<file path="src/hdl/packet_filter_vm_execute_core_defines.svh">
// Assertion macros used by the packet filter VM execute core.
`ifndef PACKET_FILTER_VM_EXECUTE_CORE_DEFINES_SVH
`define PACKET_FILTER_VM_EXECUTE_CORE_DEFINES_SVH

`ifndef SYNTHESIS
// ante holds -> cons holds in the same cycle
`define PFVM_ASSERT_IMP(name, clk, rst, ante, cons) \
  name: assert property (@(posedge clk) disable iff (rst) (ante) |-> (cons)) \
    else $error("pfvm assertion failed");
// ante holds -> cons holds in the next cycle
`define PFVM_ASSERT_NEXT(name, clk, rst, ante, cons) \
  name: assert property (@(posedge clk) disable iff (rst) (ante) |=> (cons)) \
    else $error("pfvm assertion failed");
`else
`define PFVM_ASSERT_IMP(name, clk, rst, ante, cons)
`define PFVM_ASSERT_NEXT(name, clk, rst, ante, cons)
`endif

`endif

</file>
<file path="src/hdl/pfvm_ram.sv">
module pfvm_ram #(
  parameter int WIDTH = 8,
  parameter int DEPTH = 256
) (
  input  logic                     clk,
  input  logic                     we,
  input  logic [$clog2(DEPTH)-1:0] waddr,
  input  logic [WIDTH-1:0]         wdata,
  input  logic [$clog2(DEPTH)-1:0] raddr,
  output logic [WIDTH-1:0]         rdata
);

  logic [WIDTH-1:0] mem [DEPTH];

  always_ff @(posedge clk) begin
    if (we) begin
      mem[waddr] <= wdata;
    end
    rdata <= mem[raddr];
  end

endmodule

</file>
<file path="config.mk">
export PLATFORM = sky130hd
export DESIGN_NAME = pfvm_ram
export DESIGN_NICKNAME = d
export VERILOG_FILES = /design/src/hdl/packet_filter_vm_execute_core_defines.svh /design/src/hdl/pfvm_ram.sv
export SDC_FILE = /design/constraint.sdc
export NUM_CORES = 2
export LEC_CHECK = 0
export BUFFER_PORTS_ARGS = -buffer_cell sky130_fd_sc_hd__buf_4
export CAP_MARGIN = 20
export CORE_ASPECT_RATIO = 0.6
export CORE_MARGIN = 2
export CORE_UTILIZATION = 63
export CTS_CLUSTER_DIAMETER = 200
export DETAILED_ROUTE_END_ITERATION = 10
export GPL_TIMING_DRIVEN = 1
export MAX_ROUTING_LAYER = met4
export PLACE_DENSITY = 0.85
export SLEW_MARGIN = 30
export SYNTH_ARGS = -nofsm -noshare
export SYNTH_HDL_FRONTEND = slang
export SYNTH_SLANG_ARGS = --single-unit
</file>
<file path="constraint.sdc">
create_clock -name clk -period 2.8 [get_ports clk]
set_clock_uncertainty 0.2 [all_clocks]
set_input_delay 0.42 -clock clk [delete_from_list [all_inputs] [get_ports clk]]
set_output_delay 0.42 -clock clk [all_outputs]
set_load 0.01 [all_outputs]
</file>
After elaboration in Yosys (flattened, before gate mapping). Memory sizes are Yosys's and may differ from the RTL's. A register that Yosys moved wholly into a read port is not among the register bits. Cells that the tools add are included.

Input port bits: 26. Output and inout bits: 8. Word-level logic and storage cells: 3. Memories: 1. Register bits: 0. Bits in writable memories: 2048.

Memory list: mem (depth 256, width 8, read ports 1, clocked after Yosys merged registers in 1, write ports 1, line pfvm_ram.sv:13) `logic [WIDTH-1:0] mem [DEPTH];`.

Multiplexer cells: 2.

Operators by type and width (number): 1-bit 2-to-1 mux (2).

Depth between registers and ports, before layout.
Word-level depth: 2. Gate-level depth with buffers: 11. Depth with buffers taken out: 6.

Least setup slack after synthesis. OpenSTA, ideal clock, no wires.

Path kind: input to register. Start: in raddr[0]. End: reg rdata[2], read port of mem. Path buffers: 4. Path slack: 0.242 ns. Library setup time: 0.131 ns. Required time: 2.469 ns. Cell stages on the path: 9. Arrival: 2.227 ns. Cells stage by stage: buf_6 > buf_12 > buf_8 > buf_2 > mux4_2 > a22oi_1 > a21oi_1 > nor4_1 > nor4_2.

RTL lines: start, declared (line pfvm_ram.sv:9) `input logic [$clog2(DEPTH)-1:0] raddr,`; end, declared (line pfvm_ram.sv:10) `output logic [WIDTH-1:0] rdata`.

==> metrics.txt <==
Worst EP required=3.30 ns; DR DRC count=0; register area share after synthesis=77.5%; Final ANT Viol Nets=0; footprint of the multi-input gates=16,600 µm²; Clock Sinks=2,056; PortBufs=33; WHS Endpoint=mem[15][2]; Startpoint Class=flip-flop; R2R depth=6; Hold Startpoint=wdata[2]; final setup vio count=1; # fillers=6,216; Peak VDD IR=0.888 mV; gate count of the mapped netlist=3,733; cts bufs inserted=167; area delta synth->final=15.7%; CORE AREA=125,000 µm²; Final Critical Period=2.83 ns; layout cells sized above 1=31.7%; status=finished with violations; sequential share of power=55.9%; max layer used=met4; DIE HEIGHT=279 µm; Post-synth EDFFs=2,048; vias=45,900; max incr delay on CP=0.60 ns; synth warn=0; DPL Wire Length=140 mm; Placed Instances=5,915; worst hold margin=-0.00858 ns; Setup TNS=-0.0258 ns; max frequency=0.354 GHz; Synth Cell Area=79,600 µm²; logic gate share of total power=6.3%; Via-to-Cell Ratio=7.35; initial core utilization=63.8%; switch share=22.3%; Final Non-Filler Cells=6,241; failing checks=negative hold slack, negative setup slack; clock buffer depth=3; met1 wire length=75.2 mm; Switch Pwr=13,600 µW; global-route wire length before repair=333 mm; post-synthesis register bit count=2,056; pin count of the biggest net entering global routing=98; routability cong.=0.957; Die X=463 µm; r2r startpoint=mem[64][0]; Worst Hold Class=in -> reg; syn avg cell area=21.3 µm²; Slowest-stage cell, CP=nor4_1; static leakage=0.0298 µW; slew at the pin closest to its max-slew limit=0.952 ns; grt ovf=0; Max Cap Viol=0; pwr/cell area=661 nW/µm²; Worst Setup End Kind=flip-flop; final hold vios=2; crit-path cells=mux4_2 -> mux4_2 -> nor2b_1 -> nor4_1 -> buf_4 -> nor4_2; met3 WL post-DR=43.1 mm; CTS tree=done; P_int=47,200 µW; Rel. slew slack=36.5%; Top cell by count, worst path=mux4_2; Post-Route WL=234 mm; vias in the first global route=45,400; WL per Instance=37.5 µm; Clock Latency Late Sink=0.82 ns; hold depth=1; H-tree depth=4; Crit Reg-Reg Endpoint=rdata[0]; fin. max-slew vios=0; detailed router's first-iteration violation count=10,000; Pre-Repair DR Iteration Count=8; Die ar.=129,000 µm²; Setup Buffers After CTS=0; num rows=100; worst setup path category=reg -> reg; number of distinct library cells after synthesis=55; routed wl met2=104 mm; io pins=34; initial antenna violation count=14; Final period util=101%; Nets=4,431; gr usage total=37.7%; Net Count, Synth=3,759; top_reg_cell synth=edfxtp_1; Seq. cell area=61,700 µm²; clk root buf=clkbuf_16; setup slack after layout=-0.0258 ns; Clock Pin Slew Worst Setup and Hold Paths=0.07 ns; Worst Path Arrival=3.33 ns; Clk network pwr share=37.8%; crit-path max FO=1; setup slack, reg-to-reg=-0.03 ns; fraction of registers with async set or reset after synthesis=0%
==> cells by family (layout without fill, tap and decap cells) <==
group | Yosys count | in the layout | synth area share [%]
and+or+nand+nor | 466 | 466 | 2.63
other | 0 | 20 | 0
muxes | 591 | 591 | 14.6
buffers and inverters | 235 | 1040 | 1.83
AOI/OAI and AO/OA | 385 | 385 | 3.42
DFF | 2056 | 2056 | 77.5
==> how the worst max path moves through the flow <==
stage	slack [ns]	start	endpoint
3_5_place_dp	-0.74	raddr[0]	rdata[2]
2_1_floorplan	0.24	raddr[0]	rdata[2]
3_3_place_gp	-1.38	raddr[0]	rdata[0]
5_1_grt	-0.03	raddr[0]	rdata[4]
4_1_cts	0.009	mem[71][1]	rdata[1]
6_report	-0.03	mem[64][0]	rdata[0]
==> flip-flops by register name, summed over array words and instances (netlist names) <==
name	flops
rdata	8
mem	2048
==> placed cells by master, fill, tap and decap left out, types with 5 or more instances in the layout <==
master,count
a221oi_1,12
clkinv_2,21
clkbuf_1,41
clkinv_1,42
nor3_1,18
and2_1,6
buf_4,649
o211ai_1,10
diode_2,20
dfxtp_1,8
o22ai_1,28
clkinvlp_4,6
nand3_1,34
nand2b_1,8
nand4_1,10
a22oi_1,133
edfxtp_1,2048
buf_12,73
o22a_1,5
clkinv_4,5
nor4_1,17
a21oi_1,95
clkbuf_8,8
mux4_2,454
inv_6,7
mux2i_1,134
o21ai_0,10
nor4_2,7
o221ai_1,46
clkbuf_16,168
a22o_1,8
a211oi_1,16
nand2_1,33
nor2_1,279
nor2b_1,28
bufinv_16,8
==> per-stage QoR <==
step	hold slack [ns]	cell area (µm²)	power (µW)	util (%)	worst slack (ns)
after floorplan	0.319	79600	36300	-	0.242
after global placement	0.535	86700	38000	69.6	-1.38
after detailed placement	0.537	86800	38200	69.6	-0.736
after CTS	0.0150	91900	60500	73.7	0.00902
after global routing	0.0151	92000	61800	73.8	-0.0263
final	-0.00858	92000	60800	73.8	-0.0258
==> Yosys cell counts (21+ instances only) <==
library cell,n,area (µm²)
a21oi_1,96,480
buf_2,31,155
buf_6,21,236
a22oi_1,133,998
nor4_1,24,150
buf_1,22,82.6
nor3_1,22,110
o221ai_1,46,403
buf_4,27,203
edfxtp_1,2048,61500
nand2_1,33,124
nand3_1,34,170
mux2i_1,134,1340
clkbuf_1,111,417
o22ai_1,28,175
nor2_1,282,1060
mux4_2,454,10200
nor2b_1,31,194
==> repair_timing <==
item | CTS | global route
pin swaps | 0 | 0
hold endpoints to repair | 65 | 0
hold buffers | 4 | 0
setup endpoints to repair | 2 | 6
resized for setup | 2 | 7
==> layout make-up <==
| class | instances | share of cell area, % |
|---|---|---|
| Clock inverter | 93 | 0.793 |
| Inverter | 2 | 0.00816 |
| Sequential cell | 2056 | 67.0 |
| Timing Repair Buffer | 736 | 7.08 |
| Multi-Input combinational cell | 1442 | 18.0 |
| Clock buffer | 209 | 4.74 |
| Tap cell | 1683 | 2.29 |
| Antenna cell | 20 | 0.0544 |
==> power by group through the flow <==
stage	registers [µW]	logic (µW)	clock network, µW
2_1_floorplan	34600	1650	0
4_1_cts	34000	3680	22900
5_1_grt	33900	3900	23900
3_3_place_gp	34600	3410	0
3_5_place_dp	34600	3560	0
6_report	34000	3850	23000
==> worst max-delay path: cells and delay by family (launching register included) <==
family                 cells  cell delay (ns)
AND/OR/NAND/NOR            3             0.83
flip-flops                 1             0.43
buffers and inverters      1             0.22
multiplexers               2             1.03
==> routing by layer <==
layer  vias up  global-route usage (%)
met2      5188                    53.6
met4         0                    15.6
met5         -                       -
met3       889                    13.7
li1      17000                       -
met1     22800                    50.2
(Power assumes the default switching activity.)
