==> src/hdl/packet_filter_vm_execute_core_defines.svh <==
// Assertion macros used by the packet filter VM execute core.
`ifndef PACKET_FILTER_VM_EXECUTE_CORE_DEFINES_SVH
`define PACKET_FILTER_VM_EXECUTE_CORE_DEFINES_SVH

`ifndef SYNTHESIS
// ante holds -> cons holds in the same cycle
`define PFVM_ASSERT_IMP(name, clk, rst, ante, cons) \
  name: assert property (@(posedge clk) disable iff (rst) (ante) |-> (cons)) \
    else $error("pfvm assertion failed");
// ante holds -> cons holds in the next cycle
`define PFVM_ASSERT_NEXT(name, clk, rst, ante, cons) \
  name: assert property (@(posedge clk) disable iff (rst) (ante) |=> (cons)) \
    else $error("pfvm assertion failed");
`else
`define PFVM_ASSERT_IMP(name, clk, rst, ante, cons)
`define PFVM_ASSERT_NEXT(name, clk, rst, ante, cons)
`endif

`endif

==> src/hdl/pfvm_pkg.sv <==
package pfvm_pkg;

  localparam int WORD_W = 32;
  localparam int SCRATCH_BYTES_DEF = 256;
  localparam int PACKET_BYTES_DEF = 2048;
  localparam int SCRATCH_LEN_W = 9;
  localparam logic [SCRATCH_LEN_W-1:0] SCRATCH_LEN_RST = 9'd256;

  localparam int IN_DATA_W = 80;
  localparam int IN_USER_W = 3;
  localparam int OUT_DATA_W = 40;
  localparam int OUT_USER_W = 2;

  // bus commands
  localparam logic [2:0] CMD_START  = 3'd0;
  localparam logic [2:0] CMD_WR_PKT = 3'd1;
  localparam logic [2:0] CMD_EXEC   = 3'd2;
  localparam logic [2:0] CMD_RD_PKT = 3'd3;
  localparam logic [2:0] CMD_WR_SCR = 3'd4;
  localparam logic [2:0] CMD_RD_SCR = 3'd5;

  // opcodes
  localparam logic [3:0] OP_EXIT = 4'd0;
  localparam logic [3:0] OP_COPY = 4'd1;
  localparam logic [3:0] OP_NEWP = 4'd2;
  localparam logic [3:0] OP_MOVW = 4'd3;
  localparam logic [3:0] OP_ADD  = 4'd4;
  localparam logic [3:0] OP_SUB  = 4'd5;
  localparam logic [3:0] OP_MUL  = 4'd6;
  localparam logic [3:0] OP_DIV  = 4'd7;
  localparam logic [3:0] OP_AND  = 4'd8;
  localparam logic [3:0] OP_OR   = 4'd9;
  localparam logic [3:0] OP_XOR  = 4'd10;
  localparam logic [3:0] OP_SHL  = 4'd11;
  localparam logic [3:0] OP_SHR  = 4'd12;
  localparam logic [3:0] OP_NOP0 = 4'd13;
  localparam logic [3:0] OP_NOP1 = 4'd14;
  localparam logic [3:0] OP_STOP = 4'd15;

  // mode codes
  localparam logic [1:0] MODE_IMM = 2'd0;
  localparam logic [1:0] MODE_X   = 2'd1;
  localparam logic [1:0] MODE_Y   = 2'd2;
  localparam logic [1:0] MODE_M2P = 2'd0;
  localparam logic [1:0] MODE_P2M = 2'd1;
  localparam logic [1:0] MODE_PKT = 2'd0;

  // word move operands
  localparam logic [3:0] MV_A    = 4'd0;
  localparam logic [3:0] MV_X    = 4'd1;
  localparam logic [3:0] MV_Y    = 4'd2;
  localparam logic [3:0] MV_IMM  = 4'd3;
  localparam logic [3:0] MV_NOTA = 4'd4;
  localparam logic [3:0] MV_NEGA = 4'd5;
  localparam logic [3:0] MV_MN   = 4'd6;
  localparam logic [3:0] MV_PN   = 4'd7;
  localparam logic [3:0] MV_MNX  = 4'd8;
  localparam logic [3:0] MV_PNX  = 4'd9;
  localparam logic [3:0] MV_IPHP = 4'd10;
  localparam logic [3:0] MV_IPHM = 4'd11;

  // start..start+cnt-1 lies inside [0, lim) without wrapping
  function automatic logic span_ok(input logic [WORD_W-1:0] start,
                                   input logic [WORD_W-1:0] cnt,
                                   input logic [WORD_W-1:0] lim);
    logic [WORD_W:0] last;
    begin
      last = {1'b0, start} + {1'b0, cnt} - {{WORD_W{1'b0}}, 1'b1};
      return (cnt != '0) && !last[WORD_W] && (last[WORD_W-1:0] < lim);
    end
  endfunction

endpackage

==> src/hdl/pfvm_div.sv <==
module pfvm_div (
  input  logic                      clk,
  input  logic                      rst,
  input  logic                      start,
  input  logic [pfvm_pkg::WORD_W-1:0] dividend,
  input  logic [pfvm_pkg::WORD_W-1:0] divisor,
  output logic                      busy,
  output logic                      done,
  output logic [pfvm_pkg::WORD_W-1:0] quot
);
  import pfvm_pkg::*;

  localparam int CNT_W = $clog2(WORD_W);

  logic [WORD_W-1:0] rem;
  logic [WORD_W-1:0] dsr;
  logic [CNT_W-1:0]  cnt;
  logic [WORD_W:0]   rem_sh;
  logic [WORD_W:0]   diff;

  // restoring division, one quotient bit per cycle
  assign rem_sh = {rem, quot[WORD_W-1]};
  assign diff   = rem_sh - {1'b0, dsr};

  always_ff @(posedge clk) begin
    if (rst) begin
      busy <= 1'b0;
      done <= 1'b0;
    end else begin
      done <= 1'b0;
      if (start) begin
        busy <= 1'b1;
        cnt  <= '0;
        rem  <= '0;
        quot <= dividend;
        dsr  <= divisor;
      end else if (busy) begin
        rem  <= diff[WORD_W] ? rem_sh[WORD_W-1:0] : diff[WORD_W-1:0];
        quot <= {quot[WORD_W-2:0], !diff[WORD_W]};
        cnt  <= cnt + 1'b1;
        if (cnt == CNT_W'(WORD_W - 1)) begin
          busy <= 1'b0;
          done <= 1'b1;
        end
      end
    end
  end

endmodule

==> config.mk <==
export PLATFORM = sky130hd
export DESIGN_NAME = pfvm_div
export DESIGN_NICKNAME = d
export VERILOG_FILES = /design/src/hdl/packet_filter_vm_execute_core_defines.svh /design/src/hdl/pfvm_pkg.sv /design/src/hdl/pfvm_div.sv
export SDC_FILE = /design/constraint.sdc
export NUM_CORES = 1
export LEC_CHECK = 0
export BUFFER_PORTS_ARGS = -buffer_cell sky130_fd_sc_hd__buf_2
export CAP_MARGIN = 20
export CORE_MARGIN = 3
export CORE_UTILIZATION = 55
export DETAILED_ROUTE_END_ITERATION = 10
export GPL_TIMING_DRIVEN = 0
export HOLD_SLACK_MARGIN = 0.02
export PLACE_DENSITY_LB_ADDON = 0.15
export SLEW_MARGIN = 40
export SYNTH_ARGS = -nofsm -noshare
export SYNTH_HDL_FRONTEND = slang
export SYNTH_SLANG_ARGS = --single-unit
export TNS_END_PERCENT = 50
==> constraint.sdc <==
create_clock -name clk -period 9.25 [get_ports clk]
set_input_delay 1.3875 -clock clk [delete_from_list [all_inputs] [get_ports clk]]
set_output_delay 1.3875 -clock clk [all_outputs]
set_load 0.01 [all_outputs]
# After elaboration in Yosys (flattened, before gate mapping)
# Cells that the tools add are included.
# classes
div_mod_pow	0
n_bitwise	2
muxes	9
n_addsub	2
shifts	0
n_eq_ne	1
mul	0
magnitude_cmp	0
reduce_logical	5
# ops
cell	count
$mux W32	4
$sub A33 B32 Y33	1
$add A5 B1 Y5 const B	1
$eq A5 B5 Y1 const B	1
$mux W5	1
$mux W1	4
$reduce_and A2 Y1	2
$reduce_or A3 Y1	1
$not A1 Y1	2
$reduce_bool A2 Y1	1
$logic_not A1 Y1	1
# word_totals
out_inout_bits	34
input_bits	67
rom_bits	0
wordCells	25
latch_bits	0
ff_bits	103
mem_bits_rw	0
mem_count	0

# Logic depth before layout (Yosys ltp)
# logic_depth
depth_word	4
ltp_mapped	13
depth_no_buf	11

# Worst setup path after synthesis
# Ideal clock, no wire load.
# synth_path
kind	input to register
from	in start
to	reg cnt[0] (enable)
t_arrival_ps	4808
required_ps	8754
setup_time_ps	496
slack_ps	3945
cell_stages	4
n_path_buf	2
cell_sequence	clkbuf_1 > clkbuf_1 > nor2_1 > nor2_1
# synth_via
elab_chain_cells	2
# synth_lines
item	line_no	text
start: declaration	pfvm_div.sv:4	input logic start,
$reduce_bool A2 Y1 (no source line)	--	
$reduce_and A2 Y1 (no source line)	--	
end signal: assignment	pfvm_div.sv:40	cnt <= cnt + 1'b1;
end: declaration	pfvm_div.sv:17	logic [CNT_W-1:0] cnt;
# No other way between the ends.
# A chain may end at the register's enable or synchronous reset.

# Worst setup path after layout
# layout_path
from	reg quot[31] (netlist name)
to	reg rem[26] (data pin)
# layout_via
elab_chain_cells	3
# layout_lines
item	line_no	text
start: declaration	pfvm_div.sv:9	output logic [pfvm_pkg::WORD_W-1:0] quot
start signal: assignment	pfvm_div.sv:35	quot <= dividend;
start signal: assignment	pfvm_div.sv:39	quot <= {quot[WORD_W-2:0], !diff[WORD_W]};
$sub A33 B32 Y33	pfvm_div.sv:23	assign diff = rem_sh - {1'b0, dsr};
$mux W32	pfvm_div.sv:38	rem <= diff[WORD_W] ? rem_sh[WORD_W-1:0] : diff[WORD_W-1:0];
$mux W32	pfvm_div.sv:37	end else if (busy) begin
end signal: assignment	pfvm_div.sv:38	
end: declaration	pfvm_div.sv:15	logic [WORD_W-1:0] rem;
# No other way between the ends. The select of a mux whose other input is x is not followed.

==> metrics <==
worst setup path startpoint=quot[31]$_DFFE_PP_; RSZ-0062 raised after global routing=false; startpoint type of the worst setup path=flip-flop; CP cell instances=inv_1 > ha_1 > fa_1 > nor2b_1 > o31ai_1 > and3_1 > o211a_1 > nor4_4 > o21ai_0 > clkbuf_1 > clkbuf_1 > nand3_1 > a21oi_1; Max-Cap Viols=0; final routed DRC violation total=0; FF-to-FF Start=quot[31]$_DFFE_PP_; Clock Path Buffers=2; GP Congestion=between 0.9 and 1; drt first pass iters=5; Tcrit/Tclk final=39.23%; post-route setup slack=between 5 and 6 ns; Req. time, crit path=approximately 9.4 ns; wire per inst=17.13 um; CP max FO=10; WL final=roughly 14000 um; ant diodes=0; nets@finish=just under 800; most common cell after layout, fill and taps aside=buf_2; post-synth top area share=between 40% and 50%; hold path start=busy$_SDFF_PP0_; IO Pins=about 100; ys flop type=edfxtp_1; worst vdd ir=between 100 and 150 uV; outcome=completed; share of layout cells above drive strength 1=24.28%; Yosys top cell by area=edfxtp_1; Hold WC Path Type=flip-flop to flip-flop; CTS tree=done; Tmin final=about 3.6 ns; final setup TNS=0 ns; # rows=37; Initial Util=approximately 58%; Clock Latency Late Sink=roughly 0.37 ns; most frequent CP cell=clkbuf_1; Worst path max stage delay=0.48 ns; core area=approximately 0.011 mm2; pwr/cell area=~180 mW/mm2; pin count of the biggest net entering global routing=23; slowest CP cell=clkbuf_1; CTS buffer count=9; Syn Nets=roughly 680; First DRT Iteration DRCs=about 260; first-pass GRT wire length=between 20000 and 25000 um; post-CTS setup buffers=0; Worst Path Class, Setup=flip-flop to flip-flop; flops & latches, synth=a little over 100; commonest non-fill, non-tap cells in the layout=109 x buf_2, 101 x edfxtp_1, 65 x a21oi_1, 46 x o21ai_0, 40 x inv_1; EDFF count, synth=~100; fmax=roughly 0.28 GHz; Layout Area Growth over Synthesis=16.19%; Least-Margin Pin Slew=between 0.5 and 0.6 ns; initial antenna violation count=0; WP data arrival=3.82 ns; clock transition at the registers of the reported paths=between 0.1 and 0.15 ns; die width=roughly 110 um; Power, Total=approximately 1300 uW; design area=0.007111 mm2; Cells after Synth=between 500 and 600; number of distinct library cells after synthesis=55; Die H=between 100 and 150 um; hold_buf cts=0; max-slew violation count=0; grt ovf=0; Leak=roughly 0.0029 uW; Critical Path Sink Type=flip-flop; hold_ws=~0.5 ns; vias in the first global route=between 5000 and 6000; slew margin rel.=between 60% and 70%; port bufs=99; total number of vias=about 4900; Syn Std Cell Area=~0.0061 mm2; antenna viol nets, final=0; Clock Skews=around 0.013 ns; Place WS=between 5 and 6 ns; cells resized by post-CTS repair=0; # clock sinks=between 100 and 150; Post-DP HPWL=between 10000 and 15000 um; Root Buffer=clkbuf_8; sequential area share after synthesis=50.21%; Total GRT Usage=around a quarter; Avg Inst Size Synth=between 10 and 15 um2; final hold violation count=0; Filler Cell Count=between 800 and 900; ys async rst share=0%; # setup viols final=0; placed inst area=between 0.006 and 0.007 mm2; YS warnings=0; top cells by area, synth=edfxtp_1 50%, ha_1 7.0%, mux2_2 5.9%, a21oi_1 5.3%, o21ai_0 3.8%; die area=about 0.012 mm2; H-tree lvl count=3; via/cell ratio=between 5 and 6
[report_power, final]
| part | internal [uW] | leakage [uW] | total (uW) | switching (uW) |
|---|---|---|---|---|
| Combinational | 155 | 0.00183 | 375 | 220 |
| Sequential | 562 | 0.000985 | 580 | 17.7 |
| Clock | 155 | 0.000106 | 313 | 158 |
| Total | 872 | 0.00292 | 1270 | 396 |
[routing by layer]
layer	routed length (um)	vias up	global-route usage [%]
li1	-	2380	-
met1	6229	2314	30.93
met2	6769	200	39.36
met3	1062	10	5.761
met4	123	0	6.164
met5	0	-	0
[path summary, 6_finish.rpt]
| path | to | slack (ns) | cells past startpoint |
|---|---|---|---|
| max | rem[26]$_SDFFCE_PP0P_ | 5.62 | 13 |
| min | done$_SDFF_PP0_ | 0.50 | 1 |
| max reg2reg | rem[26]$_SDFFCE_PP0P_ | 5.62 | 13 |
| min reg2reg | done$_SDFF_PP0_ | 0.50 | 1 |
[critical path: cells and delay by family (launching register included)]
family	cells	cell delay, ns
flops	1	0.41
compound gates	4	1.06
buf+inv	3	1.03
fa+ha+maj	2	0.40
simple gates	4	0.55
[through the flow]
step                      utilization [%]  cells
after CTS                           67.37    828
final                               67.37    828
after global placement              64.28    808
after detailed placement            65.35    812
after global routing                67.37    828
after floorplan                         -    573
[Yosys cell counts, types with 3 or more instances]
master and number:
edfxtp_1 101, a21oi_1 65, o21ai_0 46, inv_1 40
nand2_1 35, ha_1 34, mux2_2 32, nor2_1 22
nand3_1 20, clkbuf_1 17, nor3_1 11, a21o_1 10
buf_2 10, nand4_1 10, nor2b_1 10, o21a_1 10
xnor2_1 10, xor2_1 10, o21ai_1 9, or3_1 7
and3_1 6, o211ai_1 5, or4b_1 5, buf_1 4
a211oi_1 3, and4_1 3
[final cells by class]
class	count	area [um2]	share of cell area (%)
clock buffer	12	135.1	1.900
tap	136	170.2	2.393
buffer	32	140.1	1.971
sequential	103	3073	43.22
timing repair buffer	103	593.1	8.341
inverter	40	150.1	2.112
clock inverter	4	77.57	1.091
multi-input combinational	398	2771	38.98
[cells by family after synthesis]
group                      after synthesis  share of synthesized area [%]
DFF                                    103                          50.21
adders and majority gates               35                          7.279
buffers and inverters                   72                          4.743
AOI/OAI and AO/OA                      170                          16.36
and+or+nand+nor                        139                          12.33
xor gates and xnor gates                20                          2.862
muxes                                   34                          6.216
[registers in the layout, indices dropped and copies added, names as in the netlist]
name	cells
cnt	5
rem	32
done	1
busy	1
dsr	32
quot	32
Note: power is estimated with default switching activity, not from simulation.
